## src/design/smm_pkg.sv

```systemverilog
package smm_pkg;

	// default sizes of the stores
	localparam int DEF_MAX_COLS  = 64;
	localparam int DEF_MAX_INNER = 256;
	localparam int DEF_MAX_C_NNZ = 1024;

	// fixed field widths
	localparam int OP_W    = 3;
	localparam int IDX_W   = 11;
	localparam int COL_W   = 6;
	localparam int VAL_W   = 32;
	localparam int ACC_W   = 48;
	localparam int ROW_W   = 16;
	localparam int PTR_W   = 11;
	localparam int NCOLS_W = 7;
	localparam int NINN_W  = 9;
	localparam int PROD_W  = 2 * VAL_W;
	localparam int FRAC_W  = 16;

	// register select values (paddr[2] picks the register)
	localparam logic REG_NUM_COLS  = 1'b0;
	localparam logic REG_NUM_INNER = 1'b1;

	// command codes
	typedef enum logic [OP_W-1:0] {
		OP_PTR     = 3'd0,
		OP_CENTRY  = 3'd1,
		OP_BENTRY  = 3'd2,
		OP_ROW_END = 3'd3,
		OP_RESTART = 3'd4
	} op_t;

	// controller states
	typedef enum logic [9:0] {
		ST_IDLE   = 10'b0000000001,
		ST_PTR_A  = 10'b0000000010,
		ST_PTR_B  = 10'b0000000100,
		ST_PTR_C  = 10'b0000001000,
		ST_WALK_A = 10'b0000010000,
		ST_WALK_B = 10'b0000100000,
		ST_WALK_C = 10'b0001000000,
		ST_SCAN   = 10'b0010000000,
		ST_DRAIN  = 10'b0100000000,
		ST_FIN    = 10'b1000000000
	} state_t;

	// controller to datapath
	typedef struct packed {
		logic accept;
		logic ptr_hi;
		logic ld_start;
		logic ld_end;
		logic mul;
		logic acc_wr;
		logic scan;
		logic fin;
	} dp_cmd_t;

	// datapath to controller
	typedef struct packed {
		logic bad_k;
		logic walk_done;
		logic scan_last;
	} dp_stat_t;

endpackage

```

## src/design/smm_ctrl.sv

```systemverilog
module smm_ctrl
	import smm_pkg::*;
(
	input  logic           clk,
	input  logic           arst_n,
	input  logic           start,
	input  logic [OP_W-1:0] opcode,
	input  dp_stat_t       stat,
	output dp_cmd_t        cmd,
	output logic           busy
);

	state_t state_q, state_d;

	assign busy = (state_q != ST_IDLE);

	// next state
	always_comb begin
		state_d = state_q;
		unique case (state_q)
			ST_IDLE: begin
				if (start) begin
					if (opcode == OP_BENTRY && !stat.bad_k) begin
						state_d = ST_PTR_A;
					end else if (opcode == OP_ROW_END) begin
						state_d = ST_SCAN;
					end
				end
			end
			ST_PTR_A:  state_d = ST_PTR_B;
			ST_PTR_B:  state_d = ST_PTR_C;
			ST_PTR_C:  state_d = ST_WALK_A;
			ST_WALK_A: state_d = stat.walk_done ? ST_IDLE : ST_WALK_B;
			ST_WALK_B: state_d = ST_WALK_C;
			ST_WALK_C: state_d = ST_WALK_A;
			ST_SCAN:   state_d = stat.scan_last ? ST_DRAIN : ST_SCAN;
			ST_DRAIN:  state_d = ST_FIN;
			ST_FIN:    state_d = ST_IDLE;
			default:   state_d = ST_IDLE;
		endcase
	end

	// commands
	always_comb begin
		cmd          = '0;
		cmd.accept   = start && (state_q == ST_IDLE);
		cmd.ptr_hi   = (state_q == ST_PTR_B);
		cmd.ld_start = (state_q == ST_PTR_B);
		cmd.ld_end   = (state_q == ST_PTR_C);
		cmd.mul      = (state_q == ST_WALK_B);
		cmd.acc_wr   = (state_q == ST_WALK_C);
		cmd.scan     = (state_q == ST_SCAN);
		cmd.fin      = (state_q == ST_FIN);
	end

	always_ff @(posedge clk or negedge arst_n) begin
		if (!arst_n) begin
			state_q <= ST_IDLE;
		end else begin
			state_q <= state_d;
		end
	end

endmodule

```

## config.mk

```make
export PLATFORM = sky130hd
export DESIGN_NAME = smm_ctrl
export DESIGN_NICKNAME = d
export VERILOG_FILES = /design/src/design/smm_pkg.sv /design/src/design/smm_ctrl.sv
export SDC_FILE = /design/constraint.sdc
export NUM_CORES = 1
export LEC_CHECK = 0
export BUFFER_PORTS_ARGS = -buffer_cell sky130_fd_sc_hd__buf_2
export CAP_MARGIN = 20
export CORE_AREA = 2 2 39 41
export DETAILED_ROUTE_END_ITERATION = 7
export DIE_AREA = 0 0 41 43
export GPL_TIMING_DRIVEN = 0
export PLACE_DENSITY = 0.72
export SKIP_CTS_REPAIR_TIMING = 1
export SLEW_MARGIN = 20
export SYNTH_ARGS = -nofsm -noshare
export SYNTH_HDL_FRONTEND = slang
export SYNTH_SLANG_ARGS = --single-unit
```

## constraint.sdc

```tcl
create_clock -name clk -period 5 [get_ports clk]
set_input_delay 1 -clock clk [delete_from_list [all_inputs] [get_ports clk]]
set_output_delay 1 -clock clk [all_outputs]
set_load 0.03 [all_outputs]
```

## Yosys cells after proc, flatten, opt, wreduce, memory -nomap -nowiden

Index checks and enable logic that the tools add are counted.

| cells by class | value |
|---|---|
| reductions and logical operators | 5 |
| mux-type cells | 6 |
| equality and inequality tests | 15 |

Operators with widths:

| operator | count |
|---|---|
| case mux 10 bit (8 select lines) | 1 |
| two-way mux 10 bit | 3 |
| equality test 10 x 1 -> 1 bit (second input constant) | 1 |
| equality test 10 bit (second input constant) | 1 |
| equality test 10 x 2 -> 1 bit (second input constant) | 1 |
| equality test 10 x 3 -> 1 bit (second input constant) | 1 |
| equality test 10 x 4 -> 1 bit (second input constant) | 1 |
| equality test 10 x 5 -> 1 bit (second input constant) | 1 |
| equality test 10 x 6 -> 1 bit (second input constant) | 1 |
| equality test 10 x 7 -> 1 bit (second input constant) | 1 |
| equality test 10 x 8 -> 1 bit (second input constant) | 1 |
| equality test 10 x 9 -> 1 bit (second input constant) | 1 |
| != test 10 x 1 -> 1 bit (second input constant) | 1 |
| two-way mux 9 bit | 1 |
| equality test 3 x 2 -> 1 bit (second input constant) | 2 |
| two-way mux 6 bit | 1 |
| != test 3 bit (second input constant) | 1 |
| logical AND 1 bit | 2 |
| != test 2 bit (second input constant) | 1 |
| AND reduction 2 bit | 1 |
| OR reduction 2 bit | 1 |
| zero test 1 bit | 1 |

| storage, ports and cells | value |
|---|---|
| input port bits | 9 |
| word-level logic and storage cells | 27 |
| flip-flop bits (word level) | 10 |

## Logic depth before layout (Yosys ltp)

| logic depth | value |
|---|---|
| word-level depth | 5 |
| mapped depth | 6 |

## Least setup slack after synthesis

Ideal clock, no wire load.

| timing path | value |
|---|---|
| path type | register -> output |
| start | reg state_q[4] |
| end | out cmd[2] (netlist bit) |
| path buffers | 0 |
| path slack | 1846 ps |
| data required time | 4000 ps |
| cell stages (with the launch flop) | 4 |
| data arrival time | 2154 ps |
| cell sequence | dfrtp_1 > or3_1 > or4_4 > nor4_1 |

RTL lines:

| what | RTL line | source |
|---|---|---|
| start, declared | smm_ctrl.sv:13 | `state_t state_q, state_d;` |
| start signal, assigned | smm_ctrl.sv:60 | `state_q <= state_d;` |
| end, declared | smm_ctrl.sv:9 | `output dp_cmd_t cmd,` |

==> flow_metrics.env <==
export IMPL_status="finished clean"
export IMPL_grt_overflow_total=0
export IMPL_rsz0062_at_grt="false"
export IMPL_place_area_sq_um=719.4
export IMPL_crit_chain="or3_1 > or4_1 > nor3b_1 > buf_2"
export IMPL_synth_seq_cells=10
export IMPL_yosys_cell_count_top_type="nor2_1"
export IMPL_die_w_um=41
export IMPL_largest_registers="state_q x10"
export IMPL_routed_wl_mm=1.234
export IMPL_ir_drop_v=0.0001485
export IMPL_clk_pin_slew_ns=0.07
export IMPL_cts_buffers=3
export IMPL_initial_core_util_pct=44.39
export IMPL_synthToLayoutAreaGrowth_pct=21.38
export IMPL_h_tree_depth=1
export IMPL_crit_required_ns=4.00
export IMPL_cts_tree="yes"
export IMPL_path_buf_inv=1
export IMPL_grt_max_degree=11
export IMPL_worstSkewPairLatency_ns=0.27
export IMPL_syn_inst=69
export IMPL_syn_nets=78
export IMPL_num_antenna_cells=0
export IMPL_drt_pre_antenna_iters=3
export IMPL_finalHoldViolations=0
export IMPL_finClkSkew_ns=0.006370
export IMPL_largest_register="state_q"
export IMPL_place_gp_congestion=0.7947
export IMPL_synth_cells_most_frequent="10 x nor2_1, 9 x dfrtp_1, 6 x nand2_1"
export IMPL_slew_viol_final=0
export IMPL_grt_pass1_vias=488
export IMPL_layout_nets=100
export IMPL_synth_distinct_cells=29
export IMPL_post_route_cell_area_sq_um=745.7
export IMPL_numClockSinks=10
export IMPL_cp_max_fo=6
export IMPL_rows=14
export IMPL_dp_hpwl_um=976.3
export IMPL_fin_crit_sh_pct=62.31
export IMPL_start_kind="flip-flop"
export IMPL_io_buffers=17
export IMPL_ant_nets=0
export IMPL_synth_area_sq_um=614.3
export IMPL_netlist_area_leader_share_pct=36.66
export IMPL_viasPerCell=5.453
export IMPL_tightest_slew_ns=0.3450
export IMPL_synth_area_leaders="dfrtp_1 37%, nor2_1 6.1%, dfstp_2 4.3%"
export IMPL_num_vias=578
export IMPL_core_area_sq_um=1384
export IMPL_cpMaxStageDelayCell="or4_1"
export IMPL_async_flop_share_pct=100.0
export IMPL_clock_tree_root_cell="clkbuf_4"
export IMPL_drtIter0Drc=8
export IMPL_track_usage_pct=17.28
export IMPL_fmax_mhz=321.0
export IMPL_holdCritPathClass="flip-flop to flip-flop"
export IMPL_ios=18
export IMPL_wire_per_inst_um=11.64
export IMPL_slowest_delay_ns=0.53
export IMPL_ys_warn_count=0
export IMPL_drive_above_1_share_pct=30.00
export IMPL_crit_type="flip-flop to primary output"
export IMPL_synth_area_leader_cell="dfrtp_1"
export IMPL_grt_antenna_before_repair=0
export IMPL_p_per_area_nw_per_um2=314.4
export IMPL_worstPathArrival_ns=2.12
export IMPL_drc_errors=0
export IMPL_grt_pass1_wl_mm=2.007
export IMPL_synth_edf_count=0
export IMPL_nFillCells=124
export IMPL_largest_register_ffs=10
export IMPL_dominantRegCellSynth="dfrtp_1"
export IMPL_setup_viol_count_final=0
export IMPL_p_leak_nw=0.3765
export IMPL_syn_area_per_cell_sq_um=8.903
export IMPL_die_height_um=43
export IMPL_relSlewSlack_pct=76.41
export IMPL_die_area_sq_um=1763
export IMPL_min_period_ns=3.116
export IMPL_clock_path_buffers=2
export IMPL_yosysSeqAreaShare_pct=40.94
export IMPL_cp_end_kind="primary output"
export IMPL_cpLargestDelayFamily="simple AND/OR/NAND/NOR gates"
export IMPL_setup_tns_ns=0
export IMPL_maxCapViolations=0
[logic make-up (layout without fill, tap and decap cells)]
logic type	after synthesis	after routing	synth area share, %
compound gates	9	9	10.79
buf+inv	6	27	4.480
xor+xnor	2	2	2.852
flops	10	10	40.94
simple gates	42	42	40.94
[path summary, 6_finish.rpt]
check | from | endpoint | slack, ns | cells past startpoint
setup / recovery | state_q[7]$_DFFE_PN0P_ | cmd[0] | 1.88 | 4
hold / removal | state_q[9]$_DFFE_PN0P_ | state_q[9]$_DFFE_PN0P_ | 0.54 | 1
setup reg to reg | state_q[4]$_DFFE_PN0P_ | state_q[0]$_DFFE_PN1P_ | 3.18 | 5
hold reg to reg | state_q[9]$_DFFE_PN0P_ | state_q[9]$_DFFE_PN0P_ | 0.54 | 1
max in group asynchronous | arst_n | state_q[0]$_DFFE_PN1P_ | 4.17 | 1
min in group asynchronous | arst_n | state_q[3]$_DFFE_PN0P_ | 0.57 | 1
[per-layer routing]
metal	track usage, %	part of all wire [%]
met1	22.74	46
met4	12.00	3.1
met5	0	0
met3	3.141	5.6
met2	24.38	45
[layout by cell type, fill, tap and decap left out, types with 2 or more instances in the layout]
master     n
or4_1      3
nor2_1    10
and4_1     2
a21oi_1    3
or3_1      2
nand2b_1   4
nor3_1     4
clkbuf_4   3
nand2_1    6
dfrtp_1    9
clkbuf_1   2
and2_1     2
nor3b_1    3
nor4_1     2
buf_2     18
inv_1      3
[worst reg2reg max path: stages (launching register included)]
cell     delay [ns]
dfrtp_1        0.40
or3_1          0.42
or4_4          0.45
a21oi_2        0.11
o21ai_1        0.06
a221o_1        0.31
[final cells by class]
class	instances	area, sq um	area share (%)
plain buffers	3	16.27	2.181
clock buffers	4	26.28	3.523
inverters	3	11.26	1.510
multi-input cells	53	335.3	44.97
flip-flops and latches	10	251.5	33.72
well taps	16	20.02	2.685
repair buffers	17	85.08	11.41
[power by group]
group	switching [mW]	leakage [nW]	internal (mW)
logic	0.0522	0.226	0.0310
registers	0.00251	0.136	0.0876
clock network	0.0302	0.0150	0.0309
total	0.0850	0.376	0.149
[per-stage QoR]
step                setup slack (ns)  hold slack (ns)  util [%]  total power [mW]  instances
global placement               2.203           0.5131     51.99            0.1735        102
finish                         1.884           0.5369     53.89            0.2344        106
detailed placement             2.168           0.5193     51.99            0.1747        102
global route                   1.770           0.5660     53.89            0.2474        106
CTS                            1.865           0.5299     53.89            0.2353        106
floorplan                      1.846           0.4786         -            0.1534         69
(Power assumes the default switching activity.)
